===== src/design/bba_pkg.sv =====
// Shared types, constants and helper functions for the bitmap block allocator.
// Used by the map RAM, the register block, the controller and the top level.
package bba_pkg;

  localparam int unsigned MAX_BLOCKS    = 65536;
  localparam int unsigned MAP_WORD_BITS = 32;
  localparam int unsigned MAP_DEPTH     = MAX_BLOCKS / MAP_WORD_BITS;
  localparam int unsigned WORD_IDX_W    = $clog2(MAP_DEPTH);
  localparam int unsigned BIT_IDX_W     = $clog2(MAP_WORD_BITS);
  localparam int unsigned SCAN_W        = WORD_IDX_W + 1;
  localparam int unsigned BLK_W         = 16;
  localparam int unsigned TOTAL_W       = 17;
  localparam int unsigned TOTAL_RESET   = 65536;

  localparam int unsigned PADDR_W       = 3;
  localparam int unsigned PDATA_W       = 32;
  localparam int unsigned IN_TDATA_W    = 24;
  localparam int unsigned OUT_TDATA_W   = 40;

  typedef logic [MAP_WORD_BITS-1:0] map_word_t;

  typedef enum logic [1:0] {
    KIND_ALLOC   = 2'd0,
    KIND_RELEASE = 2'd1,
    KIND_READ    = 2'd2,
    KIND_WRITE   = 2'd3
  } kind_e;

  typedef enum logic [1:0] {
    STATUS_OK    = 2'd0,
    STATUS_FULL  = 2'd1,
    STATUS_RANGE = 2'd2
  } status_e;

  // Register select bit of paddr (register i lies at byte address 4*i).
  localparam logic REG_TOTAL_BLOCKS = 1'b0;

  typedef struct packed {
    logic                  rd_en;
    logic [WORD_IDX_W-1:0] rd_addr;
    logic                  wr_en;
    logic [WORD_IDX_W-1:0] wr_addr;
    map_word_t             wr_data;
  } map_req_t;

  typedef struct packed {
    status_e            status;
    logic [BLK_W-1:0]   block;
    logic               read_value;
    logic [TOTAL_W-1:0] free_count;
  } res_t;

  // Index of the lowest clear bit of a map word.
  function automatic logic [BIT_IDX_W-1:0] first_zero(input map_word_t word);
    logic [BIT_IDX_W-1:0] idx;
    idx = '0;
    for (int i = MAP_WORD_BITS - 1; i >= 0; i--) begin
      if (!word[i]) begin
        idx = BIT_IDX_W'(i);
      end
    end
    return idx;
  endfunction

endpackage


===== src/design/bba_regs.sv =====
// APB-style configuration register block holding total_blocks.
// Depends on bba_pkg for widths and the register select code.
module bba_regs (
  input  logic                        clk_i,
  input  logic                        rst_ni,
  input  logic                        psel,
  input  logic                        penable,
  input  logic                        pwrite,
  input  logic [bba_pkg::PADDR_W-1:0] paddr,
  input  logic [bba_pkg::PDATA_W-1:0] pwdata,
  output logic [bba_pkg::PDATA_W-1:0] prdata,
  output logic                        pready,
  output logic [bba_pkg::TOTAL_W-1:0] eff_total_o
);

  logic [bba_pkg::TOTAL_W-1:0] total_q, total_d;
  logic                        sel_total;

  assign pready    = 1'b1;
  assign sel_total = (paddr[2] == bba_pkg::REG_TOTAL_BLOCKS);

  always_comb begin
    total_d = total_q;
    if (psel && penable && pwrite && pready && sel_total) begin
      total_d = pwdata[bba_pkg::TOTAL_W-1:0];
    end
  end

  always_ff @(posedge clk_i or negedge rst_ni) begin
    if (!rst_ni) begin
      total_q <= bba_pkg::TOTAL_W'(bba_pkg::TOTAL_RESET);
    end else begin
      total_q <= total_d;
    end
  end

  assign prdata = sel_total ? bba_pkg::PDATA_W'(total_q) : '0;

  assign eff_total_o = (total_q > bba_pkg::TOTAL_W'(bba_pkg::MAX_BLOCKS)) ?
                       bba_pkg::TOTAL_W'(bba_pkg::MAX_BLOCKS) : total_q;

endmodule


===== config.mk =====
export PLATFORM = sky130hd
export DESIGN_NAME = bba_regs
export DESIGN_NICKNAME = d
export VERILOG_FILES = /design/src/design/bba_pkg.sv /design/src/design/bba_regs.sv
export SDC_FILE = /design/constraint.sdc
export NUM_CORES = 1
export LEC_CHECK = 0
export ABC_CLOCK_PERIOD_IN_PS = 1350
export CAP_MARGIN = 20
export CORE_ASPECT_RATIO = 1.4
export CORE_MARGIN = 1.5
export CORE_UTILIZATION = 25
export CTS_CLUSTER_DIAMETER = 30
export CTS_CLUSTER_SIZE = 24
export DETAILED_ROUTE_END_ITERATION = 8
export DONT_BUFFER_PORTS = 1
export PLACE_DENSITY = 0.35
export SYNTH_ARGS = -nofsm -noshare
export SYNTH_HDL_FRONTEND = slang
export SYNTH_SLANG_ARGS = --single-unit

===== constraint.sdc =====
create_clock -name clk_i -period 1.35 [get_ports clk_i]
set_input_delay 0.0675 -clock clk_i [delete_from_list [all_inputs] [get_ports clk_i]]
set_output_delay 0.0675 -clock clk_i [all_outputs]
set_load 0.01 [all_outputs]

# Word level (Yosys, flattened, before mapping)

Cells that the tools add are included.

Magnitude comparators: 1
Bitwise logic cells: 1
Reduce and logical (&&, ||, !) cells: 3
Muxes and demuxes: 2

Operator list:

| operator               | number |
|---|---|
| $mux W17               | 2 |
| $gt A17 B17 Y1 const B | 1 |
| $logic_and A1 B1 Y1    | 3 |
| $not A1 Y1             | 1 |

Bits of input ports: 40
Register bits after elaboration: 17

# Depth between registers and ports, before layout

Gate-level depths: netlist of the first run.

Depth after elaboration: 3
Mapped depth: 3

# Least setup slack after synthesis of the first run

Ideal clock, no wire load.

Path type: reg2out
Start: register total_q[11] (netlist name)
End: output port eff_total_o[10] (netlist name)
Path slack: 0.110 ns
Arrival time: 1.173 ns
Stages on the path, launching flop included: 4
Buffers on the path: 0
Data required time: 1.283 ns
Cells stage by stage: dfrtp_1 nor4_2 a41oi_2 nor2b_1

Longest elaborated chain between the ends: 2

Ends and longest elaborated chain:

| item                     | RTL line       | source |
|---|---|---|
| start: declaration       | bba_regs.sv:16 | `logic [bba_pkg::TOTAL_W-1:0] total_q, total_d;` |
| start signal: assignment | bba_regs.sv:31 | `total_q <= bba_pkg::TOTAL_W'(bba_pkg::TOTAL_RESET);` |
| start signal: assignment | bba_regs.sv:33 | `total_q <= total_d;` |
| $gt A17 B17 Y1           | bba_regs.sv:39 | `assign eff_total_o = (total_q > bba_pkg::TOTAL_W'(bba_pkg::MAX_BLOCKS)) ?` |
| $mux W17                 | bba_regs.sv:39 |  |
| end: declaration         | bba_regs.sv:13 | `output logic [bba_pkg::TOTAL_W-1:0] eff_total_o` |

No other way between the ends.

# Final worst setup path of the first run

Start: register total_q[4] (netlist name)
End: output port eff_total_o[12] (netlist name)

The elaborated chain is that of the path after synthesis.

==> flow_metrics.env, run 1 <==
export IMPL_status="finished with violations"
export IMPL_ys_warn_count=0
export IMPL_die_h_microns=81.8
export IMPL_power_mw=1.99
export IMPL_die_area_sq_mm=0.00485
export IMPL_clk_pin_slew_ns=0.07
export IMPL_worst_setup_path_type="reg -> out"
export IMPL_cp_start_kind="flop"
export IMPL_dr_pass1_iters=2
export IMPL_synthTopCellsByArea="dfrtp_1, nor2b_1, mux2_4"
export IMPL_place_area_sq_mm=0.00124
export IMPL_drv_slew=0
export IMPL_synth_compound_area_share_pct=1.47
export IMPL_routed_via_density=4.02
export IMPL_antenna_found_initial=0
export IMPL_post_dp_hpwl_microns=1830
export IMPL_skew_ns=0
export IMPL_synth_cell_types=15
export IMPL_synth_cells=95
export IMPL_hold_path_class="in -> reg"
export IMPL_worst_slew_pin_slew_ns=0.801
export IMPL_setup_violations=10
export IMPL_place_ws_ns=-0.0441
export IMPL_failed_checks="negative setup slack"
export IMPL_fillers=436
export IMPL_row_count=28
export IMPL_area_growth_pct=42.1
export IMPL_powerDensity_mw_per_mm2=1270
export IMPL_wl_met1_microns=952
export IMPL_drt_initial_drc_count=9
export IMPL_rsz0062_at_grt="yes"
export IMPL_grt_start_max_net_pins=19
export IMPL_largestRegisters="total_q (17)"
export IMPL_cp_slowest_stage_delay_ns=0.41
export IMPL_wl_met2_microns=1360
export IMPL_fin_setup_tns_ns=-1.87
export IMPL_syn_avg_cell_area_sq_um=11.7
export IMPL_fin_crit_sh_pct=115
export IMPL_layout_nets=171
export IMPL_cts_buffers=3
export IMPL_wl_met3_microns=179
export IMPL_path_delay_family="simple AND/OR/NAND/NOR gates"
export IMPL_synth_top_area_cell="dfrtp_1"
export IMPL_port_buffers=0
export IMPL_grt_pass1_vias=749
export IMPL_fin_ws_ns=-0.197
export IMPL_critPathMaxFanout=7
export IMPL_required_ns=1.28
export IMPL_gp_congestion=0.639
export IMPL_final_area_sq_mm=0.00158
export IMPL_drive_gt1_share_pct=42.3
export IMPL_p_leak_nw=0.746
export IMPL_diodes=0
export IMPL_h_tree_depth=1
export IMPL_dp_cells=167
export IMPL_vias=764
export IMPL_routed_top_layer="met4"
export IMPL_crit_chain="nor4_4 -> a41oi_2 -> buf_6 -> nor2b_4"
export IMPL_ctsRootBufferMaster="clkbuf_8"
export IMPL_initial_core_util_pct=26.2
export IMPL_maxCapViolCount=0
export IMPL_hold_violations=0
export IMPL_clk_latency_ns=0.25
export IMPL_grt_overflow_total=0
export IMPL_die_w_microns=59.3
export IMPL_worstPathArrival_ns=1.48
export IMPL_synth_area_mux_share_pct=20.7
export IMPL_max_slew_margin_pct=46.4
export IMPL_synthSimpleGateAreaFrac_pct=25.8
export IMPL_routed_wl_microns=2510
export IMPL_cp_end_kind="output port"
export IMPL_clockBufferDepth=2
export IMPL_crit_buf_inv=1
export IMPL_largest_reg_flops=17
export IMPL_yosysSeqAreaShare_pct=38.5
export IMPL_critPathSlowestCell="dfrtp_1"
export IMPL_peakVddDrop_uv=476
export IMPL_ant_nets=0
export IMPL_grt_use_total_pct=10.6
export IMPL_synth_xor_area_share_pct=0
export IMPL_synth_top_family_by_area="simple AND/OR/NAND/NOR gates"
export IMPL_regMostFlops="total_q"
export IMPL_yosys_area_share_adder_pct=0
export IMPL_netlist_area_leader_share_pct=36.1
export IMPL_min_period_ns=1.55
export IMPL_syn_area_sq_mm=0.00111
export IMPL_design_core_area_sq_mm=0.00424
export IMPL_grt_pass1_wl_microns=3690
export IMPL_ioPinCount=90
export IMPL_ys_ff_latch=17
export IMPL_max_freq_ghz=0.647
export IMPL_wire_per_inst_microns=13.2
export IMPL_cts_sinks=17
export IMPL_cts_tree="built"
export IMPL_drc_errors=0
export IMPL_layoutNonFillerInstCount=190
## worst paths after layout
check | to | cells past startpoint | from | slack (ns)
min in group asynchronous | total_q[15]$_DFFE_PN0P_ | 1 | rst_ni | 0.35
min | total_q[6]$_DFFE_PN0P_ | 2 | penable | 0.11
min reg2reg | total_q[15]$_DFFE_PN0P_ | 1 | total_q[15]$_DFFE_PN0P_ | 0.59
max | eff_total_o[12] | 4 | total_q[4]$_DFFE_PN0P_ | -0.20
max reg2reg | total_q[13]$_DFFE_PN0P_ | 2 | total_q[13]$_DFFE_PN0P_ | 0.41
max in group asynchronous | total_q[4]$_DFFE_PN0P_ | 1 | rst_ni | 0.50
## cell usage after synthesis (all sizes together)
cell / count
inv: 1
a41oi: 1
buf: 17
dfrtp: 16
and2b: 7
conb: 2
nor4: 4
clkbuf: 2
nor2: 1
nor2b: 25
nand4b: 1
dfstp: 1
mux2: 17
## cell usage in the layout (no fill, tap or decap)
cell / count
dlygate4sd3_1: 18
conb_1: 16
buf_4: 16
dfrtp_1: 16
nor2b_1: 15
nor2b_4: 10
mux2_4: 10
and2b_1: 7
mux2_2: 7
nor4_4: 3
clkbuf_8: 3
nor4_2: 1
inv_1: 1
a41oi_2: 1
nor2_1: 1
nand4b_4: 1
clkbuf_1: 1
buf_6: 1
buf_12: 1
dfstp_2: 1
## metal layers
| metal | track usage (%) | up-vias |
|---|---|---|
| met5 | 0 | - |
| met4 | 4.77 | 0 |
| met3 | 2.05 | 2 |
| met2 | 18.2 | 46 |
| met1 | 12.5 | 366 |
| li1 | - | 350 |
## logic make-up (layout without fill, tap and decap cells)
| logic type | Yosys count | count (layout) |
|---|---|---|
| buf+inv | 20 | 41 |
| mux | 17 | 17 |
| compound gates | 1 | 1 |
| flops | 17 | 17 |
| simple gates | 38 | 38 |
| other cells | 2 | 16 |
## layout make-up
type                    count  area, sq um  area share [%]
flip-flops and latches     17          427            27.1
inverters                   1         3.75           0.238
clock buffers               4         45.0            2.86
repair buffers             36          332            21.0
multi-input cells          72          693            44.0
well taps                  60         75.1            4.77
## metrics by stage
| step | hold WS [ns] | utilization, % |
|---|---|---|
| finish | 0.111 | 37.2 |
| global route | 0.130 | 37.2 |
| CTS | 0.116 | 37.2 |
| detailed placement | -0.227 | 29.2 |
| global placement | -0.228 | 29.2 |
| floorplan | -0.228 | - |
## where the power goes
part           internal [mW]  total [mW]  switching, mW
Sequential             0.627       0.744          0.117
Combinational          0.494       0.874          0.381
Clock                  0.209       0.376          0.167
## timing repair
item | in CTS | in global routing
setup endpoints to repair | 10 | 10
resized for setup | 24 | 0
hold buffers | 18 | 0
setup buffers | 1 | 0
gates cloned | 0 | 0
hold endpoints to repair | 34 | 0
pin swaps | 3 | 2
Power figures use the tool's default switching activity.
==> run 2: changes to the inputs <==
- ABC_AREA: default -> 0
- CTS_BUF_LIST: default -> sky130_fd_sc_hd__clkbuf_8 sky130_fd_sc_hd__clkbuf_16
==> flow_metrics.env, run 2 (synthesized netlist as in run 1, its figures left out) <==
export IMPL_grt_use_total_pct=10.6
export IMPL_clockBufferDepth=2
export IMPL_skew_ns=0
export IMPL_drive_gt1_share_pct=42.3
export IMPL_wire_per_inst_microns=13.2
export IMPL_failed_checks="negative setup slack"
export IMPL_die_w_microns=59.3
export IMPL_hold_path_class="in -> reg"
export IMPL_clk_latency_ns=0.25
export IMPL_min_period_ns=1.55
export IMPL_regMostFlops="total_q"
export IMPL_cp_end_kind="output port"
export IMPL_worst_slew_pin_slew_ns=0.801
export IMPL_p_leak_nw=0.750
export IMPL_clk_pin_slew_ns=0.07
export IMPL_powerDensity_mw_per_mm2=1260
export IMPL_hold_violations=0
export IMPL_peakVddDrop_uv=476
export IMPL_ant_nets=0
export IMPL_cp_start_kind="flop"
export IMPL_multi_input_area_sq_um=693
export IMPL_max_slew_margin_pct=46.4
export IMPL_met2_usage_pct=18.2
export IMPL_worst_setup_path_type="reg -> out"
export IMPL_port_buffers=0
export IMPL_cts_buffers=3
export IMPL_place_ws_ns=-0.0441
export IMPL_vias=766
export IMPL_grt_pass1_vias=749
export IMPL_drt_initial_drc_count=9
export IMPL_post_route_util_pct=37.2
export IMPL_worstPathArrival_ns=1.48
export IMPL_gr_usage_met1_pct=12.5
export IMPL_cts_tree="built"
export IMPL_fin_crit_sh_pct=115
export IMPL_crit_buf_inv=1
export IMPL_critPathMaxFanout=7
export IMPL_routed_wl_microns=2510
export IMPL_grt_start_max_net_pins=19
export IMPL_cp_slowest_stage_delay_ns=0.41
export IMPL_grt_overflow_total=0
export IMPL_cts_sinks=17
export IMPL_max_freq_ghz=0.646
export IMPL_grt_pass1_wl_microns=3690
export IMPL_power_mw=1.99
export IMPL_status="finished with violations"
export IMPL_largestRegisters="total_q (17)"
export IMPL_final_cell_mix="dlygate4sd3_1, conb_1, buf_4, dfrtp_1, nor2b_1"
export IMPL_diodes=0
export IMPL_h_tree_depth=1
export IMPL_rsz0062_at_grt="yes"
export IMPL_grtUsageMet3_pct=2.05
export IMPL_post_dp_hpwl_microns=1830
export IMPL_setup_violations=10
export IMPL_routed_via_density=4.03
export IMPL_largest_reg_flops=17
export IMPL_busiest_layer="met2"
export IMPL_antenna_found_initial=0
export IMPL_crit_chain="nor4_4 -> a41oi_2 -> buf_6 -> nor2b_4"
export IMPL_area_growth_pct=42.1
export IMPL_row_count=28
export IMPL_required_ns=1.28
export IMPL_ioPinCount=90
export IMPL_path_delay_family="simple AND/OR/NAND/NOR gates"
export IMPL_dr_pass1_iters=2
export IMPL_maxCapViolCount=0
export IMPL_gp_congestion=0.639
export IMPL_seq_area_sq_um=427
export IMPL_layout_commonest_cell="dlygate4sd3_1"
export IMPL_die_h_microns=81.8
export IMPL_die_area_sq_mm=0.00485
export IMPL_fillers=436
export IMPL_layout_nets=171
export IMPL_critPathSlowestCell="dfrtp_1"
export IMPL_drc_errors=0
export IMPL_design_core_area_sq_mm=0.00424
export IMPL_initial_core_util_pct=26.2
export IMPL_drv_slew=0
export IMPL_fin_setup_tns_ns=-1.87
export IMPL_ctsRootBufferMaster="clkbuf_8"
export IMPL_fin_ws_ns=-0.198
-- run 2: cell types whose count changed in the layout (fill, tap and decap cells not counted), sizes merged --
cell    delta
clkbuf     -1
inv        +1
-- run 2: worst paths after layout --
kind,start,end,slack (ns),cells past startpoint
worst max-delay path,total_q[4]$_DFFE_PN0P_,eff_total_o[12],-0.20,4
worst min-delay path,penable,total_q[6]$_DFFE_PN0P_,0.11,2
worst max register to register,total_q[13]$_DFFE_PN0P_,total_q[13]$_DFFE_PN0P_,0.41,2
worst min register to register,total_q[15]$_DFFE_PN0P_,total_q[15]$_DFFE_PN0P_,0.59,1
max in group asynchronous,rst_ni,total_q[3]$_DFFE_PN0P_,0.50,1
min in group asynchronous,rst_ni,total_q[15]$_DFFE_PN0P_,0.35,1
-- run 2: report_power, final --
group	total [mW]	internal (mW)	switching (mW)
logic	0.874	0.494	0.381
clock network	0.370	0.202	0.168
registers	0.744	0.627	0.117
total	1.99	1.32	0.666
-- run 2: through the flow --
step,hold WS (ns),std cells,area [sq um]
final,0.111,190,1580
after global routing,0.130,190,1580
after CTS,0.116,190,1580
after detailed placement,-0.227,167,1240
after global placement,-0.228,167,1240
after floorplan,-0.228,109,1160
-- run 2: per-layer routing --
metal / wire length (microns) / vias up
li1: - / 351
met1: 953 / 367
met2: 1360 / 46
met3: 179 / 2
met4: 18 / 0
met5: 0 / -
-- run 2: layout make-up --
type                       instances  share of cell area (%)
clock inverter                     1                   0.238
sequential                        17                    27.1
tap                               60                    4.77
timing repair buffer              36                    21.0
inverter                           1                   0.238
multi-input combinational         72                    44.0
clock buffer                       3                    2.62
-- run 2: timing repair --
item,in CTS,in global routing
setup endpoints to repair,10,10
hold buffers,18,0
resized for setup,24,0
hold endpoints to repair,34,0
pin swaps,3,2
buffers inserted,1,0
