`src/design/bba_pkg.sv`:
```
// Shared types, constants and helper functions for the bitmap block allocator.
// Used by the map RAM, the register block, the controller and the top level.
package bba_pkg;

  localparam int unsigned MAX_BLOCKS    = 65536;
  localparam int unsigned MAP_WORD_BITS = 32;
  localparam int unsigned MAP_DEPTH     = MAX_BLOCKS / MAP_WORD_BITS;
  localparam int unsigned WORD_IDX_W    = $clog2(MAP_DEPTH);
  localparam int unsigned BIT_IDX_W     = $clog2(MAP_WORD_BITS);
  localparam int unsigned SCAN_W        = WORD_IDX_W + 1;
  localparam int unsigned BLK_W         = 16;
  localparam int unsigned TOTAL_W       = 17;
  localparam int unsigned TOTAL_RESET   = 65536;

  localparam int unsigned PADDR_W       = 3;
  localparam int unsigned PDATA_W       = 32;
  localparam int unsigned IN_TDATA_W    = 24;
  localparam int unsigned OUT_TDATA_W   = 40;

  typedef logic [MAP_WORD_BITS-1:0] map_word_t;

  typedef enum logic [1:0] {
    KIND_ALLOC   = 2'd0,
    KIND_RELEASE = 2'd1,
    KIND_READ    = 2'd2,
    KIND_WRITE   = 2'd3
  } kind_e;

  typedef enum logic [1:0] {
    STATUS_OK    = 2'd0,
    STATUS_FULL  = 2'd1,
    STATUS_RANGE = 2'd2
  } status_e;

  // Register select bit of paddr (register i lies at byte address 4*i).
  localparam logic REG_TOTAL_BLOCKS = 1'b0;

  typedef struct packed {
    logic                  rd_en;
    logic [WORD_IDX_W-1:0] rd_addr;
    logic                  wr_en;
    logic [WORD_IDX_W-1:0] wr_addr;
    map_word_t             wr_data;
  } map_req_t;

  typedef struct packed {
    status_e            status;
    logic [BLK_W-1:0]   block;
    logic               read_value;
    logic [TOTAL_W-1:0] free_count;
  } res_t;

  // Index of the lowest clear bit of a map word.
  function automatic logic [BIT_IDX_W-1:0] first_zero(input map_word_t word);
    logic [BIT_IDX_W-1:0] idx;
    idx = '0;
    for (int i = MAP_WORD_BITS - 1; i >= 0; i--) begin
      if (!word[i]) begin
        idx = BIT_IDX_W'(i);
      end
    end
    return idx;
  endfunction

endpackage

```
`src/design/bba_ctrl.sv`:
```
// Sequencer for the allocator: clearing pass, read-modify-write of map words,
// first-fit scan and used-block count. Depends on bba_pkg.
module bba_ctrl (
  input  logic                        clk_i,
  input  logic                        rst_ni,
  input  logic                        in_valid_i,
  output logic                        in_ready_o,
  input  bba_pkg::kind_e              in_kind_i,
  input  logic [bba_pkg::BLK_W-1:0]   in_block_i,
  input  logic                        in_bit_i,
  input  logic [bba_pkg::TOTAL_W-1:0] total_i,
  output logic                        res_valid_o,
  input  logic                        res_ready_i,
  output bba_pkg::res_t               res_o,
  output bba_pkg::map_req_t           map_req_o,
  input  bba_pkg::map_word_t          map_rd_data_i
);

  typedef enum logic [3:0] {
    S_CLEAR = 4'b0001,
    S_IDLE  = 4'b0010,
    S_EVAL  = 4'b0100,
    S_DONE  = 4'b1000
  } state_e;

  localparam int unsigned WIW = bba_pkg::WORD_IDX_W;
  localparam int unsigned BIW = bba_pkg::BIT_IDX_W;
  localparam int unsigned SW  = bba_pkg::SCAN_W;
  localparam int unsigned TW  = bba_pkg::TOTAL_W;

  state_e                      state_q, state_d;
  bba_pkg::kind_e              kind_q, kind_d;
  logic [bba_pkg::BLK_W-1:0]   blk_q, blk_d;
  logic                        bitv_q, bitv_d;
  logic [SW-1:0]               scan_q, scan_d;
  logic [SW-1:0]               hint_q, hint_d;
  logic [TW-1:0]               used_q, used_d;
  logic [WIW-1:0]              clr_q, clr_d;
  bba_pkg::status_e            status_q, status_d;
  logic [bba_pkg::BLK_W-1:0]   rblk_q, rblk_d;
  logic                        rd_q, rd_d;

  logic [BIW-1:0]              bit_sel;
  bba_pkg::map_word_t          mask;
  logic [WIW-1:0]              blk_word;
  logic [SW-1:0]               scan_next;
  logic [BIW-1:0]              zero_idx;
  logic [bba_pkg::BLK_W-1:0]   found;

  assign bit_sel   = blk_q[BIW-1:0];
  assign blk_word  = blk_q[bba_pkg::BLK_W-1:BIW];
  assign mask      = bba_pkg::map_word_t'(1) << bit_sel;
  assign scan_next = scan_q + SW'(1);
  assign zero_idx  = bba_pkg::first_zero(map_rd_data_i);
  assign found     = {scan_q[WIW-1:0], zero_idx};

  assign in_ready_o  = (state_q == S_IDLE);
  assign res_valid_o = (state_q == S_DONE);

  always_comb begin
    res_o.status     = status_q;
    res_o.block      = rblk_q;
    res_o.read_value = rd_q;
    res_o.free_count = (used_q <= total_i) ? (total_i - used_q) : '0;
  end

  always_comb begin
    state_d   = state_q;
    kind_d    = kind_q;
    blk_d     = blk_q;
    bitv_d    = bitv_q;
    scan_d    = scan_q;
    hint_d    = hint_q;
    used_d    = used_q;
    clr_d     = clr_q;
    status_d  = status_q;
    rblk_d    = rblk_q;
    rd_d      = rd_q;
    map_req_o = '0;

    case (state_q)
      S_CLEAR: begin
        map_req_o.wr_en   = 1'b1;
        map_req_o.wr_addr = clr_q;
        map_req_o.wr_data = '0;
        clr_d             = clr_q + WIW'(1);
        if (clr_q == WIW'(bba_pkg::MAP_DEPTH - 1)) begin
          state_d = S_IDLE;
        end
      end
      S_IDLE: begin
        if (in_valid_i) begin
          kind_d   = in_kind_i;
          blk_d    = in_block_i;
          bitv_d   = in_bit_i;
          status_d = bba_pkg::STATUS_OK;
          rblk_d   = in_block_i;
          rd_d     = 1'b0;
          if (in_kind_i == bba_pkg::KIND_ALLOC) begin
            if ((used_q >= total_i) || ({hint_q, BIW'(0)} >= total_i)) begin
              status_d = bba_pkg::STATUS_FULL;
              rblk_d   = '0;
              state_d  = S_DONE;
            end else begin
              map_req_o.rd_en   = 1'b1;
              map_req_o.rd_addr = hint_q[WIW-1:0];
              scan_d            = hint_q;
              state_d           = S_EVAL;
            end
          end else if (TW'(in_block_i) >= total_i) begin
            status_d = bba_pkg::STATUS_RANGE;
            state_d  = S_DONE;
          end else begin
            map_req_o.rd_en   = 1'b1;
            map_req_o.rd_addr = in_block_i[bba_pkg::BLK_W-1:BIW];
            state_d           = S_EVAL;
          end
        end
      end
      S_EVAL: begin
        case (kind_q)
          bba_pkg::KIND_ALLOC: begin
            if (map_rd_data_i != '1) begin
              hint_d  = scan_q;
              state_d = S_DONE;
              if (TW'(found) >= total_i) begin
                status_d = bba_pkg::STATUS_FULL;
                rblk_d   = '0;
              end else begin
                map_req_o.wr_en   = 1'b1;
                map_req_o.wr_addr = scan_q[WIW-1:0];
                map_req_o.wr_data = map_rd_data_i |
                                    (bba_pkg::map_word_t'(1) << zero_idx);
                used_d            = used_q + TW'(1);
                rblk_d            = found;
              end
            end else begin
              hint_d = scan_next;
              if ({scan_next, BIW'(0)} >= total_i) begin
                status_d = bba_pkg::STATUS_FULL;
                rblk_d   = '0;
                state_d  = S_DONE;
              end else begin
                map_req_o.rd_en   = 1'b1;
                map_req_o.rd_addr = scan_next[WIW-1:0];
                scan_d            = scan_next;
              end
            end
          end
          bba_pkg::KIND_RELEASE: begin
            map_req_o.wr_en   = 1'b1;
            map_req_o.wr_addr = blk_word;
            map_req_o.wr_data = map_rd_data_i & ~mask;
            used_d            = (used_q != '0) ? (used_q - TW'(1)) : '0;
            if ({1'b0, blk_word} < hint_q) begin
              hint_d = {1'b0, blk_word};
            end
            state_d = S_DONE;
          end
          bba_pkg::KIND_READ: begin
            rd_d    = map_rd_data_i[bit_sel];
            state_d = S_DONE;
          end
          bba_pkg::KIND_WRITE: begin
            map_req_o.wr_en   = 1'b1;
            map_req_o.wr_addr = blk_word;
            map_req_o.wr_data = bitv_q ? (map_rd_data_i | mask) : (map_rd_data_i & ~mask);
            if (!bitv_q && ({1'b0, blk_word} < hint_q)) begin
              hint_d = {1'b0, blk_word};
            end
            state_d = S_DONE;
          end
          default: begin
            state_d = S_DONE;
          end
        endcase
      end
      S_DONE: begin
        if (res_ready_i) begin
          state_d = S_IDLE;
        end
      end
      default: begin
        state_d = S_IDLE;
      end
    endcase
  end

  always_ff @(posedge clk_i or negedge rst_ni) begin
    if (!rst_ni) begin
      state_q <= S_CLEAR;
      clr_q   <= '0;
      used_q  <= '0;
      hint_q  <= '0;
    end else begin
      state_q <= state_d;
      clr_q   <= clr_d;
      used_q  <= used_d;
      hint_q  <= hint_d;
    end
  end

  always_ff @(posedge clk_i) begin
    kind_q   <= kind_d;
    blk_q    <= blk_d;
    bitv_q   <= bitv_d;
    scan_q   <= scan_d;
    status_q <= status_d;
    rblk_q   <= rblk_d;
    rd_q     <= rd_d;
  end

  a_no_rw_same_word: assert property (@(posedge clk_i) disable iff (!rst_ni)
    !(map_req_o.rd_en && map_req_o.wr_en && (map_req_o.rd_addr == map_req_o.wr_addr)))
    else $error("map word read and written in the same cycle");

  a_used_dec_on_release: assert property (@(posedge clk_i) disable iff (!rst_ni)
    (used_q < $past(used_q)) |-> ($past(state_q) == S_EVAL && $past(kind_q) == bba_pkg::KIND_RELEASE))
    else $error("used count fell without a release");

  a_used_inc_step: assert property (@(posedge clk_i) disable iff (!rst_ni)
    (state_q == S_EVAL && used_d > used_q) |-> (used_d == used_q + TW'(1) && map_req_o.wr_en))
    else $error("used count grew without a map write");

  a_hint_bound: assert property (@(posedge clk_i) disable iff (!rst_ni)
    hint_q <= SW'(bba_pkg::MAP_DEPTH))
    else $error("scan start beyond map depth");

endmodule

```
`config.mk`:
```
export PLATFORM = sky130hd
export DESIGN_NAME = bba_ctrl
export DESIGN_NICKNAME = d
export VERILOG_FILES = /design/src/design/bba_pkg.sv /design/src/design/bba_ctrl.sv
export SDC_FILE = /design/constraint.sdc
export NUM_CORES = 1
export LEC_CHECK = 0
export BUFFER_PORTS_ARGS = -buffer_cell sky130_fd_sc_hd__buf_2
export CAP_MARGIN = 15
export CORE_UTILIZATION = 50
export CTS_CLUSTER_DIAMETER = 100
export CTS_CLUSTER_SIZE = 30
export DETAILED_ROUTE_END_ITERATION = 10
export PLACE_DENSITY_LB_ADDON = 0.3
export SKIP_LAST_GASP = 1
export SLEW_MARGIN = 20
export SYNTH_ARGS = -nofsm -noshare
export SYNTH_HDL_FRONTEND = slang
export SYNTH_SLANG_ARGS = --single-unit
export TNS_END_PERCENT = 50
```
`constraint.sdc`:
```
create_clock -name clk_i -period 5.5 [get_ports clk_i]
set_clock_uncertainty 0.15 [all_clocks]
set_input_delay 0.55 -clock clk_i [delete_from_list [all_inputs] [get_ports clk_i]]
set_output_delay 0.55 -clock clk_i [all_outputs]
set_load 0.03 [all_outputs]
```
### Word level (Yosys, flattened, before mapping)

Index checks and enable logic that the tools add are counted.

* add/subtract/negate cells: 5
* order comparisons: 8
* equal/unequal tests: 25
* shifts and indexed selects: 2
* multiplexer cells: 93
* bitwise operators: 4
* reduce and logical (&&, ||, !) cells: 18

Operators by type and width (number)
* $mux W12: 16
* $mux W5: 32
* $pmux W44 S3: 1
* $mux W16: 7
* $mux W44: 2
* $pmux W44 S2: 1
* $mux W17: 4
* $or A32 B32 Y32: 2
* $shl A1 B5 Y32 const A: 2
* $ge A17 B17 Y1: 3
* $pmux W12 S2: 2
* $pmux W12 S3: 1
* $ge A16 B17 Y1: 2
* $pmux W17 S2: 1
* $and A32 B32 Y32: 1
* $mux W32: 1
* $mux W4: 8
* $ne A32 B32 Y1 const B: 1
* $not A32 Y32: 1
* $pmux W16 S2: 1
* $ne A2 B2 Y1 const B: 9
* $add A17 B1 Y17 const B: 1
* $le A17 B17 Y1: 1
* $reduce_bool A17 Y1: 1
* 35 further kinds: 54

* register bits: 94
* input bits: 72
* output and inout bits: 94
* word-level logic and storage cells: 166

### Logic depth before layout (Yosys ltp)

* depth after elaboration: 38
* gate-level depth with buffers: 17
* depth with buffers taken out: 14

### Least setup slack after synthesis

OpenSTA, ideal clock, no wires.

* path type: input-to-output
* from: in map_rd_data_i[5]
* to: out map_req_o[43] in the netlist's numbering
* arrival time: 4.160 ns
* data required time: 4.800 ns
* slack: 0.640 ns
* cell stages on the path: 17
* buffers on the path: 3
* path through: clkbuf_1 -> inv_1 -> o21ai_0 -> a311o_1 -> o221ai_1 -> a21o_1 -> buf_2 -> clkinv_1 -> ha_1 -> nand2b_1 -> a31oi_1 -> maj3_2 -> nor3_4 -> nor4_4 -> buf_2 -> nor2_1 -> o21ai_0

RTL lines
* start: declaration: RTL line bba_ctrl.sv:16 `input bba_pkg::map_word_t map_rd_data_i`
* end: declaration: RTL line bba_ctrl.sv:15 `output bba_pkg::map_req_t map_req_o,`

==> reports/results.tsv <==
stage	metric	value	unit
synthesis	Synth Warn #	0	
synthesis	post-synthesis cell count	1166	
grt	vias in the first global route	9520	
grt	Total GRT Usage	34.2	%
die	Rows	50	
synthesis	Post-synth EDFFs	50	
die	Core Footprint	19000	um2
timing	Setup TNS	0	ps
setup_path	worst endpoint required time	4800	ps
final_layout	Final #Nets	1453	
setup_path	critical-path maximum fanout	12	
power_and_ir_drop	Net Switching	0.00189	W
timing	Relative slew margins	34.2	%
power_and_ir_drop	clock group share of total power	16.7	%
status	status	finished, final reports clean	
setup_path	CP Launch Type	flip-flop	
setup_path	crit path kind	reg -> out	
final_layout	layout cells sized above 1	20.1	%
timing	Final Cycle Share	93.2	%
power_and_ir_drop	Seq pwr share	30.3	%
clock_network	clock root cell	clkbuf_16	
synthesis	FFs w/ async S/R, synth	46.8	%
synthesis	Yosys top cell by area	edfxtp_1	
route	via count	10428	
timing	clock period minus worst slack	5120	ps
synthesis	Synth area leaders	edfxtp_1 15%, dfrtp_1 11%, ha_1 11%	
grt	first-pass GRT wire length	53.3	mm
power_and_ir_drop	Power, Total	0.00396	W
synthesis	Netlist cell types	82	
clock_network	CTS max path bufs	2	
job	max cap viols	0	
timing	hold slack	148	ps
route	Vias/cell	6.68	
power_and_ir_drop	Switching Share	47.8	%
power_and_ir_drop	static leakage	4.81	nW
setup_path	Worst setup EP type	output port	
route	WL/cell	21.9	um
setup_path	CP arrival	4420	ps
die	die area	20300	um2
placed_design	Post-Place Setup Slack	470	ps
timing	final count of pins violating max slew	0	
synthesis	syn avg cell area	8.45	um2
clock_network	clock latency on the worst-skew pair	360	ps
timing	Fmax	195	MHz
final_layout	synth-to-layout area growth	13.7	%
clock_network	Clk pin slew, worst setup/hold paths	70	ps
clock_network	CTS Hold Bufs	0	
synthesis	Synth top area share	15.2	%
placed_design	detailed placement HPWL	26.2	mm
synthesis	Mapped Nets	1325	
synthesis	Netlist Area Pre-Place	9850	um2
clock_network	Post-CTS Resized	0	
grt	pin count of the biggest net entering global routing	74	
clock_network	CTS tree	done	
power_and_ir_drop	pwr dens	353	nW/um2
timing	final setup fails	0	
route	drt drc	0	
grt	global route overflow	0	
timing	Slew @ Worst Pin	982	ps
route	DR pass1 iterations	6	
power_and_ir_drop	Combinational Power Share	53.0	%
synthesis	predominant post-synthesis flop cell	edfxtp_1	
timing	Hold Vio Cnt, Final	0	
synthesis	register area share after synthesis	26.4	%
power_and_ir_drop	Int Power	0.00207	W
clock_network	CTS buffer count	9	
synthesis	FF+latch count, synth	94	
timing	Final Worst Setup Slack	375	ps
route	initial DRC count	1187	
clock_network	Sink Count	94	
hold_path	worst hold path class	in -> async	
placed_design	IO buf count	165	
grt	initial antenna violation count	1	
die	die height	142	um
clock_network	Setup Buffers After CTS	0	
power_and_ir_drop	Worst VDD drop	0.356	mV
die	Starting Density	51.8	%
placed_design	gpl congestion	1.00	
die	Top Ports	166	
clock_network	H-tree depth	3	
route	Post-DRT Antenna Nets	0	
die	die width	142	um
timing	RSZ-0062 raised after global routing	no	
route	total wire length	34.2	mm
==> layout by cell type, fill, tap and decap left out, drive strengths merged, types with 6 or more instances in the layout <==
master and count:
a211oi 13, a21o 22, a21oi 64, a221o 21, a22o 17, a31oi 51, and2 9, and3 28
and4 14, buf 190, clkbuf 10, dfrtp 43, edfxtp 50, ha 86, inv 68, mux2 11
mux2i 6, mux4 10, nand2 93, nand2b 12, nand3 32, nand4 32, nor2 66, nor2b 17
nor3 23, nor3b 16, nor4 10, o211ai 24, o21a 9, o21ai 77, o22ai 17, o31a 12
o31ai 17, or2 9, or3 8, xnor2 18, xor2 23
==> critical path: stages, from the launching register on <==
cell and delay [ps]:
edfxtp_1 530, ha_1 260, and3_1 260, and3_1 230
and3_1 270, xor2_1 300, ha_1 310, a2111oi_0 380
o21ai_0 170, a31oi_1 180, o21ai_1 170, nor4_4 330
buf_4 240, a221o_1 220, buf_2 220
==> through the flow <==
stage	cell area, um2	instances	utilization (%)
floorplan	9850	1166	-
global placement	10900	1541	57.2
detailed placement	10900	1541	57.2
CTS	11200	1557	58.8
global route	11200	1560	58.9
finish	11200	1560	58.9
==> final timing paths <==
check                                        from                     end  slack, ps  cells past startpoint
max                           scan_q[1]$_DFFE_PP_           map_req_o[46]        380                     14
min                                        rst_ni   hint_q[7]$_DFFE_PN0P_        150                      2
max reg2reg                   scan_q[1]$_DFFE_PP_     scan_q[8]$_DFFE_PP_       1040                     13
min reg2reg                used_q[16]$_DFFE_PN0P_  used_q[16]$_DFFE_PN0P_        340                      1
max in group asynchronous                  rst_ni    clr_q[7]$_DFFE_PN0P_       4610                      2
min in group clk_i                   in_kind_i[1]     kind_q[1]$_DFFE_PP_        250                      1
==> layout make-up <==
| class | count | area (um2) |
|---|---|---|
| Antenna cell | 1 | 2.50 |
| Timing Repair Buffer | 190 | 1010 |
| Multi-Input combinational cell | 934 | 6710 |
| Tap cell | 260 | 325 |
| Sequential cell | 94 | 2600 |
| Clock inverter | 6 | 72.6 |
| Fill cell | 1766 | 7820 |
| Clock buffer | 10 | 229 |
| Inverter | 65 | 244 |
==> metal layers <==
metal  global-route usage (%)  routed length, um
met1                     48.9              14600
met3                     6.36               3680
met2                     51.5              15200
met4                     11.5                703
met5                        0                  0
==> power by group through the flow <==
| stage | combinational [W] | sequential, W | clock, W |
|---|---|---|---|
| 3_3_place_gp | 0.00203 | 0.00120 | 0 |
| 5_1_grt | 0.00229 | 0.00122 | 0.000689 |
| 6_report | 0.00210 | 0.00120 | 0.000661 |
| 2_1_floorplan | 0.00152 | 0.00113 | 0 |
| 3_5_place_dp | 0.00206 | 0.00120 | 0 |
| 4_1_cts | 0.00207 | 0.00119 | 0.000665 |
==> kinds of logic (layout without fill, tap and decap cells) <==
family | count (synthesis) | after routing | synth area share (%)
buffers and inverters | 138 | 271 | 5.61
other | 0 | 1 | 0
adder cells (fa/ha/maj) | 88 | 88 | 11.2
flip-flops | 94 | 94 | 26.4
multiplexers | 27 | 27 | 4.15
AND/OR/NAND/NOR | 388 | 388 | 21.7
XOR/XNOR | 41 | 41 | 3.64
AO/OA/AOI/OAI | 390 | 390 | 27.2
==> synth_stat cells, drive strengths merged, types with 10 or more instances <==
| cell | instances |
|---|---|
| a31oi | 51 |
| a221o | 21 |
| o21ai | 77 |
| edfxtp | 50 |
| mux4 | 10 |
| xor2 | 23 |
| nand2b | 12 |
| a21o | 22 |
| o211ai | 24 |
| and3 | 28 |
| mux2 | 11 |
| o31ai | 17 |
| a211oi | 13 |
| and4 | 14 |
| xnor2 | 18 |
| nand4 | 32 |
| inv | 64 |
| nor3b | 16 |
| ha | 86 |
| nor2b | 17 |
| nor4 | 10 |
| o31a | 12 |
| a22o | 17 |
| clkbuf | 54 |
| a21oi | 64 |
| nor2 | 66 |
| nor3 | 23 |
| o22ai | 17 |
| nand3 | 32 |
| dfrtp | 43 |
| buf | 19 |
| nand2 | 93 |
==> registers in the layout, summed over array words and instances, names as in the netlist, 2 cells and up <==
| name | flops |
|---|---|
| rblk_q | 16 |
| kind_q | 2 |
| scan_q | 12 |
| state_q | 4 |
| status_q | 2 |
| clr_q | 11 |
| used_q | 17 |
| blk_q | 16 |
| hint_q | 12 |
(Power assumes the default switching activity.)
